File: src/hdl/mtf_pkg.sv
`timescale 1ns / 1ps

package mtf_pkg;

   // Width of one list entry, one symbol and one rank.
   localparam int SYM_W = 8;

   localparam int ALPHABET_SIZE_DEF = 256;

   // Token that walks down the chain, one cell per cycle.
   // While active it is still searching and carries the entry displaced by the
   // previous cell; once done it carries the result to the end of the chain.
   typedef struct packed {
      logic             active;
      logic             done;
      logic [SYM_W-1:0] carry;
   } token_type;

   // Controls that the top level sends to every cell at once.
   typedef struct packed {
      logic             init;
      logic             front_en;
      logic [SYM_W-1:0] front;
      logic             dir;
      logic [SYM_W-1:0] key;
   } bcast_type;

endpackage

File: src/hdl/mtf_cell.sv
`timescale 1ns / 1ps

module mtf_cell #(
   parameter int IDX = 0
) (
   input  logic               clock,
   input  logic               reset,
   input  mtf_pkg::bcast_type bcast,
   input  mtf_pkg::token_type tok_in,
   output mtf_pkg::token_type tok_out
);
   import mtf_pkg::*;

   localparam logic [SYM_W-1:0] OWN_IDX = SYM_W'(IDX);

   logic [SYM_W-1:0] entry_ff;
   logic [SYM_W-1:0] entry_in;
   token_type        tok_ff;
   logic             hit;

   // In decode mode the rank picks the cell; in encode mode the symbol does.
   assign hit = tok_ff.active &
                (bcast.dir ? (bcast.key == OWN_IDX) : (entry_ff == bcast.key));

   always_comb begin
      entry_in = entry_ff;
      if (bcast.init) begin
         entry_in = OWN_IDX;
      end else if ((IDX == 0) && bcast.front_en) begin
         entry_in = bcast.front;
      end else if (tok_ff.active) begin
         // Every cell up to and including the hit takes its neighbor's entry.
         entry_in = tok_ff.carry;
      end
   end

   always_comb begin
      tok_out.active = tok_ff.active & ~hit;
      tok_out.done   = tok_ff.done | hit;
      if (hit) begin
         tok_out.carry = bcast.dir ? entry_ff : OWN_IDX;
      end else if (tok_ff.active) begin
         tok_out.carry = entry_ff;
      end else begin
         tok_out.carry = tok_ff.carry;
      end
   end

   always_ff @(posedge clock) begin
      if (reset) begin
         tok_ff.active <= 1'b0;
         tok_ff.done   <= 1'b0;
         entry_ff      <= OWN_IDX;
      end else begin
         tok_ff.active <= tok_in.active;
         tok_ff.done   <= tok_in.done;
         entry_ff      <= entry_in;
      end
      tok_ff.carry <= tok_in.carry;
   end

endmodule

File: config.mk
export PLATFORM = sky130hd
export DESIGN_NAME = mtf_cell
export DESIGN_NICKNAME = d
export VERILOG_FILES = /design/src/hdl/mtf_pkg.sv /design/src/hdl/mtf_cell.sv
export SDC_FILE = /design/constraint.sdc
export NUM_CORES = 1
export LEC_CHECK = 0
export BUFFER_PORTS_ARGS = -buffer_cell sky130_fd_sc_hd__buf_2
export CORE_ASPECT_RATIO = 0.9
export CORE_MARGIN = 2
export CORE_UTILIZATION = 48
export DETAILED_ROUTE_END_ITERATION = 8
export PLACE_DENSITY = 0.79
export SLEW_MARGIN = 10
export SYNTH_ARGS = -nofsm -noshare
export SYNTH_HDL_FRONTEND = slang
export SYNTH_SLANG_ARGS = --single-unit
File: constraint.sdc
create_clock -name clock -period 3.8 [get_ports clock]
set_input_delay 0.19 -clock clock [delete_from_list [all_inputs] [get_ports clock]]
set_output_delay 0.19 -clock clock [all_outputs]
set_load 0.05 [all_outputs]
==> flow_summary.ini, run 1 <==
[cts]
clk_latency_ns = 0.29
clk_path_buf_depth = 2
cts_setup_buffers = 0
cts_max_level = 1
clkTransAtPathRegs_ns = 0.10
cts_buffers = 3
cts_root_buf = clkbuf_4
cts_tree = built
clock-sinks = 18

[floorplanning]
num_io_pins = 41
die_width_um = 48.7
initial_core_util_pct = 51.3
die_area_um2 = 2150
fp-row-count = 14
dieHeight_um = 44.2
coreArea_um2 = 1680

[placement]
dp_hpwl_mm = 1.42
dp.cells = 161
dp_slack_ns = 1.95
placed_area_um2 = 1050
gp_congestion = 0.808
io_buffers = 40

[power_and_ir_drop]
switchingPower_w = 0.000124
p_int_w = 0.000295
p_per_area_nw_per_um2 = 359
ir_worst_vdd_uv = 239
p_clk_share_pct = 28.4
seqPwrFrac_pct = 49.5
comb_power_share_pct = 22.1
switching_share_pct = 29.6
p_leak_nw = 0.547

[setup_path]
r2r-end = entry_ff[0]
cp.arrival_ns = 1.98
rrSetupSlack_ns = 2.16
required_ns = 3.61
critPathCaptureType = primary output
r2r_start = tok_ff[9]
startpoint_type = flip-flop
ff2ff_path_depth = 4
worst-setup-path-type = reg -> out
cp_max_fo = 10

[grt]
grt_pass1_wl_mm = 3.19
antenna_found_initial = 0
grt_max_degree = 28
grt_usage_pct = 19.7
first_global_vias = 780
grt.overflow.total = 0

[job]
drv_cap = 0

[final_layout]
drive_gt1_share_pct = 30.9
fillCellCount = 156
final_common_cell = buf_2
antenna_cells = 0
final_nets = 181
mostFrequentLayoutCells = 40 x buf_2, 18 x dfxtp_1, 17 x nor2_1, 10 x nand2_1
syn2layout_area_growth_pct = 35.7
design_area_um2 = 1170
seq_area_um2 = 360
multi_input_area_um2 = 433
final_cells = 173

[drt]
avgRoutedWirePerCell_um = 11.5
vias = 834
wirelength_mm = 1.99
firstDrtPassIters = 4
route.detailed.drc = 0
via_per_inst = 4.82
ant_nets = 0
drt-initial-drc-count = 19

[hold_path]
min_from = reset
min_path_cells = 2
hold_class = in -> reg
worstHoldEndpoint = tok_ff[9]

[timing]
period_needed_ns = 2.17
rsz0062_at_grt = no
setup_viol = 0
tns_ns = 0
fin_skew_ns = 0.00226
max_slew_margin_pct = 31.1
fmax_mhz = 461
hold_violations = 0
fin_ws_ns = 1.63
finalMaxSlewViolations = 0
period_share_pct = 57.0
worstMarginPinSlew_ns = 1.03

[run_status]
status = finished clean

[synthesis]
yosys_warnings = 0
yosysTopAreaCellShare_pct = 41.8
synth-seq-cells = 18
synth.area.top_cells = dfxtp_1 42%, mux2i_1 9.3%, xnor2_1 8.1%, nor2_1 7.4%, o22ai_1 5.8%
syn_nets = 134
syn_area_per_cell_um2 = 8.37
yosys.area.top_type = dfxtp_1
ys_types = 21
synth_cells = 103
syn_area_um2 = 862
seq_area_frac_synth_pct = 41.8
## layer usage
layer / share of wire, % / track usage, %
met2: 49 / 33.7
met1: 45 / 23.9
met3: 5.6 / 3.04
met4: 1.0 / 12.0
met5: 0 / 0
## worst max-delay path, cell delays in order, from the launching register on
cell and delay (ns):
dfxtp_1 0.39, xnor2_1 0.13, nand3_1 0.13, nor4_4 0.57
o22ai_1 0.19, buf_2 0.26
## power by group through the flow
stage / combinational [W] / clock (W) / sequential [W]
after global routing: 0.000100 / 0.000129 / 0.000209
after global placement: 0.0000847 / 0 / 0.000211
final: 0.0000926 / 0.000119 / 0.000208
after CTS: 0.0000928 / 0.000120 / 0.000207
after floorplan: 0.0000648 / 0 / 0.000206
after detailed placement: 0.0000862 / 0 / 0.000212
## repair_timing
item	CTS	global route
resized for setup	0	0
hold buffers	8	0
endpoints found under the hold margin	8	0
## synthesized netlist by cell type
master	count
a21oi_1	8
clkbuf_1	2
nor2_1	17
buf_2	1
and2b_1	1
o22ai_1	8
or2_2	1
buf_1	1
nand3_1	3
nor4_4	1
nor2b_1	2
xnor2_1	8
dfxtp_1	18
inv_1	8
a41o_1	1
a21o_1	1
mux2i_1	8
nor4_1	1
nor3_1	1
nand2_1	10
buf_6	2
## registers in the layout, indices dropped and copies added, names as in the netlist
name	flops
tok_ff	10
entry_ff	8
## how the worst max path moves through the flow
stage / startpoint / endpoint / slack (ns) / cells after the start
2_1_floorplan: tok_ff[9] / tok_out[5] / 2.09 / 4
3_3_place_gp: entry_ff[6] / tok_out[8] / 2.03 / 5
3_5_place_dp: entry_ff[6] / tok_out[5] / 1.95 / 5
4_1_cts: entry_ff[6] / tok_out[5] / 1.63 / 5
5_1_grt: tok_ff[9] / tok_out[6] / 1.51 / 3
6_report: entry_ff[6] / tok_out[5] / 1.63 / 5
## cells by family after synthesis
group                  count (synthesis)  synth area share [%]
buffers and inverters                 14                  7.98
AO/OA/AOI/OAI                         18                  12.5
AND/OR/NAND/NOR                       37                  20.3
flip-flops                            18                  41.8
XOR/XNOR                               8                  8.13
multiplexers                           8                  9.29
## final cells by class
class | instances | share of cell area [%]
Sequential cell | 18 | 30.8
Tap cell | 24 | 2.57
Multi-Input combinational cell | 71 | 37.0
Timing Repair Buffer | 48 | 24.0
Inverter | 8 | 2.57
Clock buffer | 4 | 3.10
## metrics by stage
step	power (W)	util (%)	hold WS (ns)
floorplan	0.000271	-	0.218
global placement	0.000296	62.6	0.292
detailed placement	0.000298	62.6	0.294
CTS	0.000421	69.6	0.0597
global route	0.000439	69.6	0.0510
finish	0.000419	69.6	0.0625
(Power assumes the default switching activity.)
==> inputs of run 2 (changes only) <==
--- a/config.mk
+++ b/config.mk
@@ -8,9 +8,9 @@
 export BUFFER_PORTS_ARGS = -buffer_cell sky130_fd_sc_hd__buf_2
 export CORE_ASPECT_RATIO = 0.9
 export CORE_MARGIN = 2
-export CORE_UTILIZATION = 48
+export CORE_UTILIZATION = 44
 export DETAILED_ROUTE_END_ITERATION = 8
-export PLACE_DENSITY = 0.79
+export PLACE_DENSITY = 0.73
 export SLEW_MARGIN = 10
 export SYNTH_ARGS = -nofsm -noshare
 export SYNTH_HDL_FRONTEND = slang
==> constraint.sdc (replaced) <==
create_clock -name clock -period 2.3 [get_ports clock]
set_input_delay 0.115 -clock clock [delete_from_list [all_inputs] [get_ports clock]]
set_output_delay 0.115 -clock clock [all_outputs]
set_load 0.05 [all_outputs]
==> run 2 against run 1 <==
  * Flip-flop and latch count stayed put
  * Register-to-register slack worse by 1.3 ns
  * Largest cell class unchanged
  * First-iteration DRC count increased by 68%
  * Critical endpoint is now tok_out[8]
==> flow_summary.ini, run 2 (synthesis gave the netlist of run 1 again) <==
[timing]
fmax_mhz = 493
tns_ns = 0
period_share_pct = 88.1
finalMaxSlewViolations = 0
max_slew_margin_pct = 62.9
rsz0062_at_grt = no
worstMarginPinSlew_ns = 0.553
period_needed_ns = 2.03
whs_ns = 0.0339
setup_viol = 0
hold_violations = 0
fin_skew_ns = 0.00375

[power_and_ir_drop]
power_w = 0.000688
p_int_w = 0.000490
p_leak_nw = 0.557
p_per_area_nw_per_um2 = 579
comb_power_share_pct = 23.4
p_clk_share_pct = 27.5
switchingPower_w = 0.000198
ir_worst_vdd_uv = 410
seqPwrFrac_pct = 49.1
switching_share_pct = 28.8

[placement]
io_buffers = 40
dp.cells = 163
placed_area_um2 = 1060
dp_hpwl_mm = 1.43
gp_congestion = 0.817

[drt]
vias = 854
route.detailed.drc = 0
via_per_inst = 4.85
ant_nets = 0
avgRoutedWirePerCell_um = 11.4
wirelength_mm = 2.01
drt-initial-drc-count = 32
firstDrtPassIters = 4

[setup_path]
required_ns = 2.18
worst-setup-path-type = reg -> out
cp.arrival_ns = 1.91
rrSetupSlack_ns = 0.90
slowest_stage = nor4_4
startpoint_type = flip-flop
worst_path_largest_cell_delay_ns = 0.55
path_cells = xnor2_1, nand3_1, nor4_4, a21o_1, buf_2
cp_max_fo = 10
critPathCaptureType = primary output

[cts]
cts_buffers = 3
clkTransAtPathRegs_ns = 0.10
cts_hold_repair.buffers = 9
clk_latency_ns = 0.29
cts_tree = built
clock-sinks = 18
cts_resized = 0
cts_setup_buffers = 0
cts_root_buf = clkbuf_4
clk_path_buf_depth = 2
cts_max_level = 1

[final_layout]
antenna_cells = 0
largest_reg_flops = 10
final_cells = 176
syn2layout_area_growth_pct = 37.9
final_common_cell = buf_2
final_nets = 183
mostFrequentLayoutCells = 40 x buf_2, 18 x dfxtp_1, 17 x nor2_1, 10 x nand2_1, 9 x dlygate4sd3_1
top_regs = tok_ff x10, entry_ff x8
design_area_um2 = 1190
drive_gt1_share_pct = 31.1
regMostFlops = tok_ff

[grt]
grt_pass1_wl_mm = 3.19
first_global_vias = 796
grt_usage_pct = 18.8
grt.overflow.total = 0
antenna_found_initial = 0
grt_max_degree = 20

[job]
drv_cap = 0

[floorplanning]
coreArea_um2 = 1880
dieHeight_um = 46.0
die_width_um = 50.7
initial_core_util_pct = 45.9
num_io_pins = 41
die_area_um2 = 2330
fp-row-count = 15

[run_status]
status = finished clean

[hold_path]
hold_class = in -> reg
==> run 2: changes by cell type in the layout (fill, tap and decap cells not counted) <==
| cell | change |
|---|---|
| buf_4 | +1 |
| dlygate4sd3_1 | +1 |
==> run 2: through the flow <==
step	setup slack, ns	util (%)
after CTS	0.244	63.3
after global placement	0.589	56.6
final	0.273	63.3
after detailed placement	0.587	56.6
after floorplan	0.666	-
after global routing	0.120	63.3
==> run 2: final cells by class <==
| class | instances | area, um2 |
|---|---|---|
| Multi-Input combinational cell | 71 | 433 |
| Timing Repair Buffer | 50 | 298 |
| Tap cell | 25 | 31.3 |
| Inverter | 8 | 30.0 |
| Fill cell | 187 | 688 |
| Clock buffer | 4 | 36.3 |
| Sequential cell | 18 | 360 |
==> run 2: per-layer routing <==
metal / track usage [%] / vias to the layer above / wire length [um]
li1: - / 443 / -
met1: 20.7 / 379 / 861
met2: 35.5 / 30 / 1030
met3: 2.96 / 2 / 97
met4: 9.73 / 0 / 15
met5: 0 / - / 0
==> run 2: worst max-delay path, delay by kind of cell (launching register included) <==
family / cells / cell delay [ns]
compound gates: 1 / 0.19
buf+inv: 1 / 0.25
simple gates: 2 / 0.68
flops: 1 / 0.38
xor+xnor: 1 / 0.13
==> run 2: final timing paths <==
path | start | end | depth (start not counted)
hold reg to reg | tok_ff[5] | entry_ff[5] | 4
setup reg to reg | tok_ff[9] | entry_ff[1] | 5
hold / removal | tok_in[8] | tok_ff[8] | 2
setup / recovery | entry_ff[1] | tok_out[8] | 5
==> run 2: power by group through the flow <==
stage | clock, W | combinational (W) | sequential, W
after floorplan | 0 | 0.000107 | 0.000340
after global placement | 0 | 0.000147 | 0.000344
after detailed placement | 0 | 0.000149 | 0.000345
after CTS | 0.000196 | 0.000161 | 0.000338
after global routing | 0.000208 | 0.000174 | 0.000340
final | 0.000189 | 0.000161 | 0.000338
